File: src/hdl/smbus_byte_data_sequencer_unit_defines.svh
// Assertion macros used by the byte-data sequencer back end.
`ifndef SMBUS_BYTE_DATA_SEQUENCER_UNIT_DEFINES_SVH
`define SMBUS_BYTE_DATA_SEQUENCER_UNIT_DEFINES_SVH

// Same-cycle implication, checked outside reset.
`define SBDS_ASSERT_NOW(label, ante, cons, msg) \
	label: assert property (@(posedge clk) disable iff (!arst_n) (ante) |-> (cons)) \
		else $error(msg);

// Next-cycle implication, checked outside reset.
`define SBDS_ASSERT_NEXT(label, ante, cons, msg) \
	label: assert property (@(posedge clk) disable iff (!arst_n) (ante) |=> (cons)) \
		else $error(msg);

`endif

File: src/hdl/sbds_pkg.sv
// Shared types and constants of the SMBus byte-data sequencer.
package sbds_pkg;

	localparam int QUEUE_DEPTH_DEF = 4;
	localparam int TICK_W = 20;
	localparam int CFG_INDEX_W = 1;
	localparam int STEP_W = 3;

	localparam logic [TICK_W-1:0] IDLE_TIMEOUT_RESET = 20'd100000;
	localparam logic [TICK_W-1:0] CYCLE_TIMEOUT_RESET = 20'd50000;

	localparam logic [CFG_INDEX_W-1:0] CFG_IDLE_TIMEOUT = 1'd0;
	localparam logic [CFG_INDEX_W-1:0] CFG_CYCLE_TIMEOUT = 1'd1;

	localparam logic [2:0] CMD_START_READ = 3'd0;
	localparam logic [2:0] CMD_START_WRITE = 3'd1;
	localparam logic [2:0] CMD_STATUS = 3'd2;
	localparam logic [2:0] CMD_DATA = 3'd3;
	localparam logic [2:0] CMD_TICK = 3'd4;

	localparam logic [1:0] KIND_RD = 2'd0;
	localparam logic [1:0] KIND_WR = 2'd1;
	localparam logic [1:0] KIND_DONE = 2'd2;

	localparam logic [3:0] OFF_STATUS = 4'd0;
	localparam logic [3:0] OFF_ENABLE = 4'd2;
	localparam logic [3:0] OFF_ADDRESS = 4'd4;
	localparam logic [3:0] OFF_DATA = 4'd6;
	localparam logic [3:0] OFF_COMMAND = 4'd8;

	localparam logic [2:0] ERR_OK = 3'd0;
	localparam logic [2:0] ERR_BUSY = 3'd1;
	localparam logic [2:0] ERR_IO = 3'd2;
	localparam logic [2:0] ERR_CANCEL = 3'd3;
	localparam logic [2:0] ERR_TIME = 3'd4;

	localparam int ST_ABORT_BIT = 0;
	localparam int ST_COLLIDE_BIT = 1;
	localparam int ST_PROTO_BIT = 2;
	localparam int ST_BUSY_BIT = 3;
	localparam int ST_DONE_BIT = 4;
	localparam int ST_BUSTO_BIT = 5;

	localparam logic [7:0] ST_CLEAR_ALL = 8'h3F;
	localparam logic [7:0] KICK_BYTE_DATA_START = 8'h0A;

	typedef enum logic [2:0] {
		JOB_RD_STATUS,
		JOB_RD_DATA,
		JOB_DONE,
		JOB_PROGRAM,
		JOB_CLEAR_DONE,
		JOB_CLEAR2_DONE
	} job_kind_t;

	typedef struct packed {
		job_kind_t  kind;
		logic [2:0] err;
		logic [7:0] rb;
		logic [7:0] addr_byte;
		logic [7:0] command;
		logic [7:0] data;
		logic       is_read;
	} job_t;

	typedef struct packed {
		logic [1:0] kind;
		logic [3:0] offset;
		logic [7:0] data;
		logic [2:0] err;
		logic [7:0] rb;
		logic       last;
	} result_t;

endpackage

File: src/hdl/sbds_front.sv
// Front end: accepts items, tracks the transaction phase and classifies each item into a job.
module sbds_front (
	input  logic                         clk,
	input  logic                         arst_n,
	input  logic                         accept,
	input  logic [2:0]                   cmd,
	input  logic [6:0]                   target_address,
	input  logic [7:0]                   command_index,
	input  logic [7:0]                   write_data,
	input  logic [7:0]                   status_value,
	input  logic [7:0]                   read_value,
	input  logic                         cfg_wr_en,
	input  logic [sbds_pkg::CFG_INDEX_W-1:0] cfg_index,
	input  logic [sbds_pkg::TICK_W-1:0]  cfg_data,
	output logic                         job_push,
	output sbds_pkg::job_t               job
);
	import sbds_pkg::*;

	typedef enum logic [1:0] {PH_IDLE, PH_IDLE_WAIT, PH_CYCLE, PH_DATA} phase_t;

	phase_t            phase_q, phase_d;
	logic              is_read_q, is_read_d;
	logic [TICK_W-1:0] deadline_q, deadline_d;
	logic [6:0]        address_q, address_d;
	logic [7:0]        command_q, command_d;
	logic [7:0]        data_q, data_d;
	logic [TICK_W-1:0] idle_timeout_q;
	logic [TICK_W-1:0] cycle_timeout_q;
	logic              st_error;
	logic              deadline_zero;

	assign st_error = status_value[ST_ABORT_BIT] | status_value[ST_COLLIDE_BIT]
		| status_value[ST_PROTO_BIT] | status_value[ST_BUSTO_BIT];
	assign deadline_zero = (deadline_q == '0);

	always_comb begin
		phase_d = phase_q;
		is_read_d = is_read_q;
		deadline_d = deadline_q;
		address_d = address_q;
		command_d = command_q;
		data_d = data_q;
		job_push = 1'b0;
		job.kind = JOB_RD_STATUS;
		job.err = ERR_OK;
		job.rb = 8'd0;
		job.addr_byte = {address_q, is_read_q};
		job.command = command_q;
		job.data = data_q;
		job.is_read = is_read_q;
		if (accept) begin
			case (cmd)
				CMD_START_READ, CMD_START_WRITE: begin
					job_push = 1'b1;
					if (phase_q != PH_IDLE) begin
						job.kind = JOB_DONE;
						job.err = ERR_BUSY;
					end else begin
						is_read_d = (cmd == CMD_START_READ);
						address_d = target_address;
						command_d = command_index;
						data_d = write_data;
						deadline_d = idle_timeout_q;
						phase_d = PH_IDLE_WAIT;
						job.kind = JOB_RD_STATUS;
					end
				end
				CMD_STATUS: begin
					case (phase_q)
						PH_IDLE_WAIT: begin
							job_push = 1'b1;
							if (status_value[ST_BUSY_BIT]) begin
								if (deadline_zero) begin
									job.kind = JOB_DONE;
									job.err = ERR_BUSY;
									phase_d = PH_IDLE;
								end else begin
									job.kind = JOB_RD_STATUS;
								end
							end else begin
								job.kind = JOB_PROGRAM;
								deadline_d = cycle_timeout_q;
								phase_d = PH_CYCLE;
							end
						end
						PH_CYCLE: begin
							job_push = 1'b1;
							if (st_error) begin
								job.kind = JOB_CLEAR2_DONE;
								if (status_value[ST_COLLIDE_BIT]) begin
									job.err = ERR_IO;
								end else if (status_value[ST_ABORT_BIT]) begin
									job.err = ERR_CANCEL;
								end else if (status_value[ST_BUSTO_BIT]) begin
									job.err = ERR_TIME;
								end else begin
									job.err = ERR_IO;
								end
								phase_d = PH_IDLE;
							end else if (status_value[ST_DONE_BIT] && !status_value[ST_BUSY_BIT]) begin
								if (is_read_q) begin
									job.kind = JOB_RD_DATA;
									phase_d = PH_DATA;
								end else begin
									job.kind = JOB_CLEAR_DONE;
									phase_d = PH_IDLE;
								end
							end else if (deadline_zero) begin
								job.kind = JOB_CLEAR2_DONE;
								job.err = ERR_TIME;
								phase_d = PH_IDLE;
							end else begin
								job.kind = JOB_RD_STATUS;
							end
						end
						default: begin
						end
					endcase
				end
				CMD_DATA: begin
					if (phase_q == PH_DATA) begin
						job_push = 1'b1;
						job.kind = JOB_CLEAR_DONE;
						job.rb = read_value;
						phase_d = PH_IDLE;
					end
				end
				CMD_TICK: begin
					if ((phase_q == PH_IDLE_WAIT || phase_q == PH_CYCLE) && !deadline_zero) begin
						deadline_d = deadline_q - 1'b1;
					end
				end
				default: begin
				end
			endcase
		end
	end

	always_ff @(posedge clk or negedge arst_n) begin
		if (!arst_n) begin
			phase_q <= PH_IDLE;
			is_read_q <= 1'b0;
			deadline_q <= '0;
			address_q <= '0;
			command_q <= '0;
			data_q <= '0;
			idle_timeout_q <= IDLE_TIMEOUT_RESET;
			cycle_timeout_q <= CYCLE_TIMEOUT_RESET;
		end else begin
			phase_q <= phase_d;
			is_read_q <= is_read_d;
			deadline_q <= deadline_d;
			address_q <= address_d;
			command_q <= command_d;
			data_q <= data_d;
			if (cfg_wr_en && cfg_index == CFG_IDLE_TIMEOUT) begin
				idle_timeout_q <= cfg_data;
			end
			if (cfg_wr_en && cfg_index == CFG_CYCLE_TIMEOUT) begin
				cycle_timeout_q <= cfg_data;
			end
		end
	end

endmodule

File: src/hdl/sbds_queue.sv
// Short job queue between the front end and the back end.
module sbds_queue #(
	parameter int DEPTH = sbds_pkg::QUEUE_DEPTH_DEF
) (
	input  logic           clk,
	input  logic           arst_n,
	input  logic           push,
	input  sbds_pkg::job_t push_job,
	output logic           full,
	input  logic           pop,
	output sbds_pkg::job_t head_job,
	output logic           q_empty
);
	import sbds_pkg::*;

	localparam int AW = (DEPTH > 1) ? $clog2(DEPTH) : 1;
	localparam int CW = $clog2(DEPTH + 1);

	job_t          mem_q [DEPTH];
	logic [AW-1:0] wr_ptr_q;
	logic [AW-1:0] rd_ptr_q;
	logic [CW-1:0] count_q;
	logic          do_push;
	logic          do_pop;

	assign full = (count_q == CW'(DEPTH));
	assign q_empty = (count_q == '0);
	assign do_push = push && !full;
	assign do_pop = pop && !q_empty;
	assign head_job = mem_q[rd_ptr_q];

	always_ff @(posedge clk or negedge arst_n) begin
		if (!arst_n) begin
			wr_ptr_q <= '0;
			rd_ptr_q <= '0;
			count_q <= '0;
		end else begin
			if (do_push) begin
				wr_ptr_q <= (wr_ptr_q == AW'(DEPTH - 1)) ? '0 : wr_ptr_q + 1'b1;
			end
			if (do_pop) begin
				rd_ptr_q <= (rd_ptr_q == AW'(DEPTH - 1)) ? '0 : rd_ptr_q + 1'b1;
			end
			if (do_push && !do_pop) begin
				count_q <= count_q + 1'b1;
			end else if (do_pop && !do_push) begin
				count_q <= count_q - 1'b1;
			end
		end
	end

	always_ff @(posedge clk) begin
		if (do_push) begin
			mem_q[wr_ptr_q] <= push_job;
		end
	end

endmodule

File: src/hdl/sbds_back.sv
// Back end: expands the job at the queue head into register accesses and completions.
`include "smbus_byte_data_sequencer_unit_defines.svh"
module sbds_back (
	input  logic           clk,
	input  logic           arst_n,
	input  sbds_pkg::job_t head_job,
	input  logic           q_empty,
	output logic           q_pop,
	input  logic           pop,
	output logic           empty,
	output sbds_pkg::result_t result
);
	import sbds_pkg::*;

	localparam logic [STEP_W-1:0] STEP_MAX = 3'd5;

	logic [STEP_W-1:0] step_q, step_d;
	logic              out_valid_q;
	result_t           res_q, res;
	logic              advance;

	always_comb begin
		res.kind = KIND_WR;
		res.offset = OFF_STATUS;
		res.data = ST_CLEAR_ALL;
		res.err = ERR_OK;
		res.rb = 8'd0;
		res.last = 1'b0;
		step_d = step_q + 1'b1;
		case (head_job.kind)
			JOB_RD_STATUS: begin
				res.kind = KIND_RD;
				res.data = 8'd0;
				res.last = 1'b1;
			end
			JOB_RD_DATA: begin
				res.kind = KIND_RD;
				res.offset = OFF_DATA;
				res.data = 8'd0;
				res.last = 1'b1;
			end
			JOB_DONE: begin
				res.kind = KIND_DONE;
				res.data = 8'd0;
				res.err = head_job.err;
				res.last = 1'b1;
			end
			JOB_PROGRAM: begin
				case (step_q)
					3'd0: begin
					end
					3'd1: begin
						res.offset = OFF_ADDRESS;
						res.data = head_job.addr_byte;
					end
					3'd2: begin
						res.offset = OFF_COMMAND;
						res.data = head_job.command;
						step_d = head_job.is_read ? 3'd4 : 3'd3;
					end
					3'd3: begin
						res.offset = OFF_DATA;
						res.data = head_job.data;
					end
					3'd4: begin
						res.offset = OFF_ENABLE;
						res.data = KICK_BYTE_DATA_START;
					end
					default: begin
						res.kind = KIND_RD;
						res.data = 8'd0;
						res.last = 1'b1;
					end
				endcase
			end
			JOB_CLEAR_DONE: begin
				if (step_q != 3'd0) begin
					res.kind = KIND_DONE;
					res.data = 8'd0;
					res.err = head_job.err;
					res.rb = head_job.rb;
					res.last = 1'b1;
				end
			end
			JOB_CLEAR2_DONE: begin
				if (step_q > 3'd1) begin
					res.kind = KIND_DONE;
					res.data = 8'd0;
					res.err = head_job.err;
					res.last = 1'b1;
				end
			end
			default: begin
				res.kind = KIND_DONE;
				res.data = 8'd0;
				res.err = ERR_IO;
				res.last = 1'b1;
			end
		endcase
	end

	assign advance = !q_empty && (!out_valid_q || pop);
	assign q_pop = advance && res.last;
	assign empty = !out_valid_q;
	assign result = res_q;

	always_ff @(posedge clk or negedge arst_n) begin
		if (!arst_n) begin
			out_valid_q <= 1'b0;
			step_q <= '0;
		end else begin
			if (advance) begin
				out_valid_q <= 1'b1;
				step_q <= res.last ? '0 : step_d;
			end else if (pop) begin
				out_valid_q <= 1'b0;
			end
		end
	end

	always_ff @(posedge clk) begin
		if (advance) begin
			res_q <= res;
		end
	end

	`SBDS_ASSERT_NOW(a_step_holds_job, step_q != '0, !q_empty, "job left the queue mid-sequence")
	`SBDS_ASSERT_NOW(a_step_range, 1'b1, step_q <= STEP_MAX, "sequence step out of range")
	`SBDS_ASSERT_NOW(a_done_is_last, out_valid_q && res_q.kind == KIND_DONE, res_q.last,
		"completion not marked last")
	`SBDS_ASSERT_NEXT(a_pop_on_last, advance && res.last, step_q == '0,
		"step not rewound after last result")

endmodule

File: src/hdl/smbus_byte_data_sequencer_unit.sv
// Jobs pass through the job queue; results leave through the back end's output register.
// Throughput: one input item per cycle while the job queue has room; the back end emits
// one result per cycle while its output is empty or popped. A programming job writes status
// clear, address, command, data (writes only) and enable, then reads status. Reset: arst_n
// clears phase, queue pointers and output valid at once; timeouts return to 100000/50000 ticks.
module smbus_byte_data_sequencer_unit #(
	parameter int QUEUE_DEPTH = sbds_pkg::QUEUE_DEPTH_DEF
) (
	input  logic                             clk,
	input  logic                             arst_n,
	input  logic                             push,
	output logic                             full,
	input  logic [2:0]                       cmd,
	input  logic [6:0]                       target_address,
	input  logic [7:0]                       command_index,
	input  logic [7:0]                       write_data,
	input  logic [7:0]                       status_value,
	input  logic [7:0]                       read_value,
	output logic                             empty,
	input  logic                             pop,
	output logic [1:0]                       result_kind,
	output logic [3:0]                       reg_offset,
	output logic [7:0]                       access_data,
	output logic [2:0]                       error_code,
	output logic [7:0]                       read_byte,
	output logic                             last,
	input  logic                             cfg_wr_en,
	input  logic [sbds_pkg::CFG_INDEX_W-1:0] cfg_index,
	input  logic [sbds_pkg::TICK_W-1:0]      cfg_data
);
	import sbds_pkg::*;

	logic    accept;
	logic    job_push;
	job_t    job;
	job_t    head_job;
	logic    q_empty;
	logic    q_pop;
	result_t result;

	assign accept = push && !full;

	sbds_front u_front (
		.clk(clk),
		.arst_n(arst_n),
		.accept(accept),
		.cmd(cmd),
		.target_address(target_address),
		.command_index(command_index),
		.write_data(write_data),
		.status_value(status_value),
		.read_value(read_value),
		.cfg_wr_en(cfg_wr_en),
		.cfg_index(cfg_index),
		.cfg_data(cfg_data),
		.job_push(job_push),
		.job(job)
	);

	sbds_queue #(
		.DEPTH(QUEUE_DEPTH)
	) u_queue (
		.clk(clk),
		.arst_n(arst_n),
		.push(job_push),
		.push_job(job),
		.full(full),
		.pop(q_pop),
		.head_job(head_job),
		.q_empty(q_empty)
	);

	sbds_back u_back (
		.clk(clk),
		.arst_n(arst_n),
		.head_job(head_job),
		.q_empty(q_empty),
		.q_pop(q_pop),
		.pop(pop),
		.empty(empty),
		.result(result)
	);

	assign result_kind = result.kind;
	assign reg_offset = result.offset;
	assign access_data = result.data;
	assign error_code = result.err;
	assign read_byte = result.rb;
	assign last = result.last;

endmodule
File: config.mk
export PLATFORM = sky130hd
export DESIGN_NAME = smbus_byte_data_sequencer_unit
export DESIGN_NICKNAME = d
export VERILOG_FILES = /design/src/hdl/sbds_pkg.sv /design/src/hdl/sbds_front.sv /design/src/hdl/sbds_queue.sv /design/src/hdl/sbds_back.sv /design/src/hdl/smbus_byte_data_sequencer_unit.sv
export VERILOG_INCLUDE_DIRS = /design/src /design/src/hdl
export SDC_FILE = /design/constraint.sdc
export NUM_CORES = 1
export LEC_CHECK = 0
export BUFFER_PORTS_ARGS = -buffer_cell sky130_fd_sc_hd__buf_2
export CAP_MARGIN = 20
export CORE_ASPECT_RATIO = 2
export CORE_MARGIN = 3
export CORE_UTILIZATION = 56
export CTS_BUF_LIST = sky130_fd_sc_hd__clkbuf_8
export DETAILED_ROUTE_END_ITERATION = 8
export PLACE_DENSITY = 0.78
export REMOVE_ABC_BUFFERS = 1
export SYNTH_ARGS = -nofsm -noshare
export SYNTH_HDL_FRONTEND = slang
export SYNTH_SLANG_ARGS = --single-unit
File: constraint.sdc
create_clock -name clk -period 3 [get_ports clk]
set_clock_uncertainty 0.15 [all_clocks]
set_input_delay 0.9 -clock clk [delete_from_list [all_inputs] [get_ports clk]]
set_output_delay 0.9 -clock clk [all_outputs]
set_load 0.01 [all_outputs]
==> results of run 1 <==
## worst reg2reg max path: cells and delay by family (launching register included)
family                 cells  cell delay [ns]
and+or+nand+nor            4             1.70
DFF                        1             0.41
buffers and inverters      2             0.39
AOI/OAI and AO/OA          1             0.12
## cell usage in the layout, fill, tap and decap left out, types with 17 or more instances in the layout
master,count
mux2_2,66
mux4_2,38
o21ai_0,28
buf_4,62
ha_1,17
nor3_1,17
clkbuf_8,43
nor2_1,36
edfxtp_1,177
nor2b_1,25
a21oi_1,30
inv_1,26
nand2_1,28
dfrtp_1,84
buf_2,91
## metrics by stage
step | area (µm²) | instances
6_report | 13800 | 1236
5_1_grt | 13800 | 1236
4_1_cts | 13800 | 1236
3_5_place_dp | 13000 | 1164
3_3_place_gp | 13000 | 1164
2_1_floorplan | 11600 | 739
## report_power, final
part | leakage [nW] | internal (W) | switching, W
clock | 0.444 | 0.00169 | 0.00140
combinational | 2.05 | 0.00170 | 0.00174
sequential | 2.76 | 0.00510 | 0.000542
total | 5.25 | 0.00849 | 0.00368
## final timing paths
kind,startpoint,to,slack [ns]
setup / recovery,u_front.deadline_q[7],u_queue.mem_q[0][35],0.11
hold / removal,arst_n,u_front.deadline_q[2],0.16
setup reg to reg,u_front.deadline_q[7],u_queue.mem_q[0][35],0.11
hold reg to reg,u_front.address_q[1],u_queue.mem_q[1][19],0.36
max in group asynchronous,arst_n,u_front.idle_timeout_q[10],1.85
min in group clk,u_front.address_q[1],u_queue.mem_q[1][19],0.36
## routing by layer
metal	GRT usage, %	up-vias	routed length (µm)
met5	0	-	0
met4	9.11	0	874
met3	3.27	69	1170
met2	43.1	244	14100
met1	24.7	3560	8510
li1	-	3323	-
## final cells by class
| class | instances | share of cell area, % |
|---|---|---|
| tap | 266 | 2.41 |
| timing repair buffer | 159 | 7.52 |
| inverter | 23 | 0.624 |
| clock inverter | 29 | 1.78 |
| sequential | 274 | 56.1 |
| clock buffer | 43 | 4.28 |
| multi-input combinational | 442 | 27.3 |
## logic make-up (layout without fill, tap and decap cells)
logic type / after synthesis / in the layout / synth area share (%)
compound gates: 143 / 143 / 8.14
mux: 106 / 106 / 13.7
buf+inv: 66 / 254 / 2.22
fa+ha+maj: 18 / 18 / 1.98
other cells: 1 / 1 / 0.0318
xor+xnor: 4 / 4 / 0.297
flops: 274 / 274 / 65.8
simple gates: 170 / 170 / 7.75
## Yosys cell counts, types with 6 or more instances
library cell / instances / area share, %
clkbuf_1: 29 / 0.92
o21ai_0: 29 / 1.2
nand2b_1: 11 / 0.58
nand2_1: 28 / 0.89
nor4_1: 8 / 0.42
and2_1: 12 / 0.64
edfxtp_1: 177 / 45
a22oi_1: 11 / 0.70
ha_1: 17 / 1.8
o2bb2ai_1: 12 / 0.89
a221oi_1: 6 / 0.45
dfrtp_1: 85 / 18
buf_2: 8 / 0.34
nand3_1: 7 / 0.30
dfstp_2: 12 / 2.7
mux4_2: 38 / 7.3
inv_1: 23 / 0.73
o22ai_1: 7 / 0.37
nor2b_1: 26 / 1.4
a21oi_1: 31 / 1.3
mux2_2: 66 / 6.3
a31oi_1: 7 / 0.37
nor3_1: 17 / 0.72
nor2_1: 38 / 1.2
## sequential cells by signal (all words and copies together) (netlist names)
name / count
u_front.command_q: 8
u_front.phase_q: 2
u_queue.count_q: 3
u_back.step_q: 3
u_front.address_q: 7
u_queue.mem_q: 152
u_back.out_valid_q: 1
u_queue.rd_ptr_q: 2
u_front.cycle_timeout_q: 20
u_front.idle_timeout_q: 20
u_front.is_read_q: 1
u_front.data_q: 8
u_back.result: 25
u_front.deadline_q: 20
u_queue.wr_ptr_q: 2
## timing repair
action / 4_1_cts / 5_1_grt
endpoints found under the setup margin: 2 / 6
hold buffers: 0 / 0
hold endpoints to repair: 0 / 0
pin swaps: 0 / 3
gates resized for setup: 1 / 3
==> flow_summary.yaml, run 1 <==
placed_design:
  gp_congestion: 0.885
  dp_hpwl_mm: 17.2
  io_buffers: 92
  dp_slack_ns: -0.0638
timing:
  fmax_ghz: 0.346
  worst_pin_slew_ns: 0.740
  fin_ws_ns: 0.109
  finalHoldViolations: 0
  max-slew-margin-rel_pct: 50.5
  hold_ws_ns: 0.159
  rsz0062_at_grt: "yes"
  tns_ns: 0
  setup_viol: 0
  period_needed_ns: 2.89
  slew_violations: 0
  post-route-period-util_pct: 96.4
floorplan:
  io_pins: 96
  core-area_mm2: 0.0206
  start_util_pct: 57.3
  rows: 74
  fp.dieW_um: 109
  fp.dieH_um: 211
  die-area_mm2: 0.0229
global_route:
  grt_max_degree: 53
  antenna_found_initial: 0
  overflow: 0
  grt_pass1_vias: 7723
  grt.total_usage_pct: 22.7
  grt_pass1_wl_mm: 40.1
routing:
  dr.first_iter.drc_count: 454
  routed_via_density: 5.82
  route.detailed.drc: 0
  routed_wl_mm: 24.6
  ant_nets: 0
  avgRoutedWirePerCell_um: 19.9
  via_count: 7196
  drt_pass1_iterations: 4
power_and_ir_drop:
  power_density_mw_per_mm2: 880
  ir_worst_vdd_mv: 0.558
  p_leak_nw: 5.25
  totalPowerFinal_w: 0.0122
setup_path:
  crit_required_ns: 3.26
  critPathCaptureType: "flop"
  critical_path_arrival_ns: 3.15
  critPathTopFamily: "simple AND/OR/NAND/NOR gates"
  critical_path.cell_chain: "or4_1 -> or4b_1 -> buf_4 -> nor3_1 -> a21oi_1 -> nor4_1 -> buf_4"
  max_stage_delay_ns: 0.55
  critPathSlowestCell: "or4_1"
  path_common_cell: "buf_4"
  reg2reg_depth: 7
  path_buf_inv: 2
  crit_type: "flop to flop"
  worstPathMaxFanout: 10
  worstSetupPathDepth: 7
  startpoint_type: "flop"
clock_tree:
  clk_pin_slew_ns: 0.06
  cts_tree: "yes"
  cts.path.max_buffers: 3
  htreeDepth: 2
  clock_latency_ns: 0.55
  cts_setup_buffers: 0
  cts_sinks: 274
  cts_made_buffers: 39
  cts-root-buf: "clkbuf_8"
logic_synthesis:
  synthCells: 782
  synth_area_mm2: 0.0118
  avgSynthCellArea_um2: 15.1
  ys_seq_area_share_pct: 65.8
  yosys_warnings: 0
  synth-seq-cells: 274
  synth_cell_type_count: 63
  async_flop_share_pct: 35.4
  synth_edf_count: 177
  synthFlopType: "edfxtp_1"
layout:
  layout.nets: 1025
  fin_util_pct: 67.3
  syn_to_final_growth_pct: 17.5
  n_fill_cell: 1475
  multiInputGateArea_mm2: 0.00378
  area.sequential_mm2: 0.00776
  drive_gt1_share_pct: 35.7
  num_antenna_cells: 0
worst_hold_path:
  min_path_type: "input pin to async pin"
flow_run:
  max-cap-violations: 0
outcome:
  status: "complete, no violations"
Note: power is estimated with default switching activity, not from simulation.
==> run 2: changes to the inputs <==
RECOVER_POWER = 100   (was default)
SLEW_MARGIN = 40   (was default)
==> flow_summary.yaml, run 2 (synthesis gave the netlist of run 1 again) <==
outcome:
  status: "complete, but fails checks"
  violations: "max-capacitance violations, max-slew violations"
placed_design:
  placement.cell_area_mm2: 0.0130
  io_buffers: 92
  dp_hpwl_mm: 17.2
  gp_congestion: 0.885
setup_path:
  critPathCaptureType: "flop"
  max_stage_delay_ns: 0.58
  reg2reg_to: "u_front.deadline_q[18]"
  critPathTopFamily: "simple AND/OR/NAND/NOR gates"
  path_buf_inv: 1
  startpoint_type: "flop"
  crit_required_ns: 3.25
  timing.rr.start: "u_front.deadline_q[11]"
  critPathSlowestCell: "or4_1"
  critical_path.cell_chain: "or4_1 -> or4b_1 -> o21a_1 -> buf_4 -> or2_1 -> a211o_1"
  worstSetupPathDepth: 6
  r2r_slack_ns: 0.1
  reg2reg_depth: 6
  critPathLaunch: "u_front.deadline_q[11]"
  worstPathMaxFanout: 7
  crit_type: "flop to flop"
  critical_path_arrival_ns: 3.15
routing:
  avgRoutedWirePerCell_um: 20.0
  route.detailed.drc: 0
  via_count: 7207
  ant_nets: 0
  drt_pass1_iterations: 5
  dr.first_iter.drc_count: 380
  routed_wl_mm: 24.7
  routed_via_density: 5.84
worst_hold_path:
  holdCritStartpoint: "u_front.deadline_q[10]"
  min_delay_path_depth: 1
  hold_end: "u_front.deadline_q[10]"
  min_path_type: "flop to flop"
power_and_ir_drop:
  clockPowerShare_pct: 23.4
  p_leak_nw: 5.05
  power_density_mw_per_mm2: 863
  pwr-share-seq_pct: 48.2
  power.internal_w: 0.00813
  ir_worst_vdd_mv: 0.694
  p_sw_w: 0.00359
  combPwrFrac_pct: 28.5
  p_sw_share_pct: 30.7
  totalPowerFinal_w: 0.0117
timing:
  tns_ns: 0
  rsz0062_at_grt: "no"
  post-route-period-util_pct: 96.7
  setup_viol: 0
  fmax_ghz: 0.345
  slew_violations: 33
  worst_pin_slew_ns: 1.87
  hold_ws_ns: 0.353
  finalHoldViolations: 0
  period_needed_ns: 2.90
  max-slew-margin-rel_pct: -24.8
floorplan:
  start_util_pct: 57.3
  rows: 74
  io_pins: 96
  core-area_mm2: 0.0206
  fp.dieW_um: 109
  fp.dieH_um: 211
  die-area_mm2: 0.0229
global_route:
  antenna_found_initial: 0
  grt_pass1_vias: 7731
  grt_max_degree: 53
  grt.total_usage_pct: 22.5
  grt_pass1_wl_mm: 39.6
  overflow: 0
layout:
  fin_util_pct: 66.1
  layout.nets: 1025
  num_antenna_cells: 0
  syn_to_final_growth_pct: 15.3
  top_register: "u_queue.mem_q"
  n_fill_cell: 1533
  design_area_mm2: 0.0136
  layout_commonest_cell: "edfxtp_1"
  largest_reg_flops: 152
  final_cell_mix: "edfxtp_1 (177), dfrtp_1 (84), mux2_2 (66), buf_2 (63), clkbuf_1 (45)"
  drive_gt1_share_pct: 29.5
clock_tree:
  cts-root-buf: "clkbuf_8"
  clock_latency_ns: 0.52
  cts.path.max_buffers: 3
  cts_sinks: 274
  clk_pin_slew_ns: 0.07
  cts_tree: "yes"
  htreeDepth: 2
  cts_made_buffers: 38
flow_run:
  max-cap-violations: 1
==> run 2: changes by cell type in the layout (fill, tap and decap cells not counted), moves of 2 or more <==
cell	previous run	this run
buf_12	6	3
clkbuf_8	43	41
buf_2	91	63
buf_4	62	38
clkbuf_1	0	45
inv_1	26	36
and2_1	12	0
and2_0	0	12
clkbuf_2	0	7
bufinv_16	4	2
clkbuf_4	0	3
clkinv_2	10	2
==> run 2: repair_timing <==
item,4_1_cts,5_1_grt
endpoints found under the setup margin,0,10
hold buffers,0,0
gates resized for setup,0,3
setup buffers,0,1
==> run 2: per-layer routing <==
metal / vias to the layer above / share of wire (%) / wire (µm) / global-route usage, %
met5: - / 0 / 0 / 0
met4: 0 / 4.1 / 1010 / 10.2
met3: 66 / 4.2 / 1030 / 2.81
met2: 215 / 57 / 14000 / 42.8
met1: 3607 / 35 / 8660 / 24.0
li1: 3319 / - / - / -
==> run 2: how the worst max path moves through the flow <==
| stage | endpoint |
|---|---|
| after floorplan | u_queue.count_q[2] |
| after global placement | u_queue.count_q[2] |
| after detailed placement | u_queue.count_q[2] |
| after CTS | u_queue.count_q[2] |
| after global routing | u_queue.mem_q[3][21] |
| final | u_front.deadline_q[18] |
==> run 2: stage by stage <==
| stage | setup slack [ns] | std cells |
|---|---|---|
| 3_5_place_dp | -0.0620 | 1164 |
| 2_1_floorplan | -1.28 | 739 |
| 3_3_place_gp | -0.0447 | 1164 |
| 5_1_grt | 0.0131 | 1234 |
| 4_1_cts | 0.00843 | 1233 |
| 6_report | 0.0995 | 1234 |
==> run 2: worst register-to-register path, cell delays in order, from the launching register on <==
cell	delay (ns)
dfrtp_1	0.38
or4_1	0.58
or4b_1	0.58
o21a_1	0.25
buf_4	0.17
or2_1	0.38
a211o_1	0.31
==> run 2: area by class of cell <==
| type | instances | area, µm² | share of cell area [%] |
|---|---|---|---|
| clock buffers | 41 | 564 | 4.15 |
| multi-input cells | 442 | 3780 | 27.8 |
| repair buffers | 160 | 898 | 6.61 |
| flip-flops and latches | 274 | 7760 | 57.1 |
| inverters | 23 | 86.3 | 0.635 |
| clock inverters | 28 | 168 | 1.23 |
| well taps | 266 | 333 | 2.45 |
==> run 2: power by group through the flow <==
stage	clock, W	combinational [W]	sequential [W]
floorplan	0	0.00198	0.00580
global placement	0	0.00335	0.00565
detailed placement	0	0.00344	0.00571
CTS	0.00283	0.00346	0.00564
global route	0.00299	0.00365	0.00574
finish	0.00274	0.00333	0.00564
==> run 3: changes to the inputs <==
--- a/config.mk
+++ b/config.mk
@@ -8,2 +8,3 @@
 export LEC_CHECK = 0
+export ABC_CLOCK_PERIOD_IN_PS = 3000
 export BUFFER_PORTS_ARGS = -buffer_cell sky130_fd_sc_hd__buf_2
==> constraint.sdc (replaced) <==
create_clock -name clk -period 3 [get_ports clk]
set_clock_uncertainty 0.15 [all_clocks]
set_input_delay 0.45 -clock clk [delete_from_list [all_inputs] [get_ports clk]]
set_output_delay 0.45 -clock clk [all_outputs]
set_load 0.01 [all_outputs]
==> flow_summary.yaml, run 3 (synthesis gave the netlist of run 1 again) <==
routing:
  routed_via_density: 5.79
  met1_length_mm: 8.51
  via_count: 7201
  routed_wl_mm: 24.4
  route.detailed.drc: 0
  avgRoutedWirePerCell_um: 19.7
  wl_met2_mm: 14.1
  ant_nets: 0
  routed.top_layer: "met4"
  dr.first_iter.drc_count: 462
  drt_pass1_iterations: 6
  met3_length_mm: 1.08
layout:
  top_register: "u_queue.mem_q"
  largest_reg_flops: 152
  fin_util_pct: 67.3
  num_antenna_cells: 0
  drive_gt1_share_pct: 28.6
  n_fill_cell: 1495
  final_cell_mix: "edfxtp_1 (177), dfrtp_1 (84), mux2_2 (66), buf_2 (62)"
  multiInputGateArea_mm2: 0.00380
  syn_to_final_growth_pct: 17.4
  layout.nets: 1034
  layout_commonest_cell: "edfxtp_1"
  area.sequential_mm2: 0.00776
setup_path:
  endpoint: "u_queue.count_q[2]"
  r2r_slack_ns: 0.13
  crit_type: "flop to flop"
  worstPathMaxFanout: 5
  critPathLaunch: "u_queue.rd_ptr_q[0]"
  reg2reg_depth: 11
  startpoint_type: "flop"
  critPathCaptureType: "flop"
  timing.rr.start: "u_queue.rd_ptr_q[0]"
  reg2reg_to: "u_queue.count_q[2]"
  crit_required_ns: 3.30
  critical_path_arrival_ns: 3.17
floorplan:
  core-area_mm2: 0.0206
  rows: 74
  io_pins: 96
  fp.dieH_um: 211
  die-area_mm2: 0.0229
  start_util_pct: 57.3
  fp.dieW_um: 109
clock_tree:
  cts_made_buffers: 39
  cts_tree: "yes"
  clock_latency_ns: 0.53
  htreeDepth: 2
  cts.path.max_buffers: 3
  cts-root-buf: "clkbuf_8"
  clk_pin_slew_ns: 0.06
  cts_sinks: 274
global_route:
  antenna_found_initial: 0
  grt_max_degree: 80
  overflow: 0
  grt.total_usage_pct: 22.2
  grt_pass1_wl_mm: 39.2
  grt_pass1_vias: 7954
timing:
  finalHoldViolations: 0
  setup_viol: 0
  worst_pin_slew_ns: 1.18
  post-route-period-util_pct: 95.7
  fmax_ghz: 0.348
  period_needed_ns: 2.87
  slew_violations: 0
  tns_ns: 0
  max-slew-margin-rel_pct: 21.2
  fin_ws_ns: 0.130
  hold_ws_ns: 0.0253
  rsz0062_at_grt: "yes"
placed_design:
  io_buffers: 92
  gp_congestion: 0.902
  dp_slack_ns: 0.00760
  dp_hpwl_mm: 15.9
power_and_ir_drop:
  p_leak_nw: 5.17
  totalPowerFinal_w: 0.0117
  ir_worst_vdd_mv: 0.499
  power_density_mw_per_mm2: 845
worst_hold_path:
  min_path_type: "input pin to flop"
  min_delay_path_depth: 2
flow_run:
  max-cap-violations: 0
outcome:
  status: "complete, no violations"
-- run 3: worst min-delay path by stage --
stage / to / slack, ns / start
2_1_floorplan: u_back.out_valid_q / 0.004 / arst_n
3_3_place_gp: u_front.idle_timeout_q[2] / 0.19 / arst_n
3_5_place_dp: u_front.cycle_timeout_q[2] / 0.19 / arst_n
4_1_cts: u_front.command_q[0] / 0.002 / command_index[0]
5_1_grt: u_front.address_q[6] / 0.009 / target_address[6]
6_report: u_front.address_q[6] / 0.03 / target_address[6]
-- run 3: per-layer routing --
layer	vias up	GRT usage, %
met3	47	2.97
met1	3603	23.9
met5	-	0
met4	0	10.6
li1	3343	-
met2	208	41.6
-- run 3: final cells by class --
cell class,instances,area share (%)
Clock inverter,27,0.995
Multi-Input combinational cell,442,27.5
Clock buffer,43,4.28
Inverter,23,0.624
Timing Repair Buffer,168,8.15
Sequential cell,274,56.1
Tap cell,266,2.41
-- run 3: what timing repair did --
item                                   in CTS  in global routing
gates resized for setup                     0                  8
endpoints found under the hold margin      68                  0
setup endpoints to repair                   0                  6
hold buffers                               35                  0
buffers inserted                            0                  2
-- run 3: report_power, final --
part           switching (W)  internal (W)
Combinational        0.00169       0.00161
Sequential          0.000563       0.00510
Clock                0.00133       0.00141
-- run 3: worst max-delay path, cell delays in order (launching register included) --
cell      delay (ns)
dfrtp_2         0.43
mux4_2          0.53
nand2b_1        0.24
a21oi_4         0.17
nor3_2          0.07
inv_1           0.07
ha_2            0.18
inv_1           0.06
fa_1            0.43
xor2_1          0.17
nor2_1          0.13
xor2_1          0.16
-- run 3: metrics by stage --
stage | cells | cell area, µm²
3_5_place_dp | 1136 | 12800
2_1_floorplan | 739 | 11600
3_3_place_gp | 1136 | 12800
6_report | 1243 | 13800
5_1_grt | 1243 | 13800
4_1_cts | 1241 | 13800
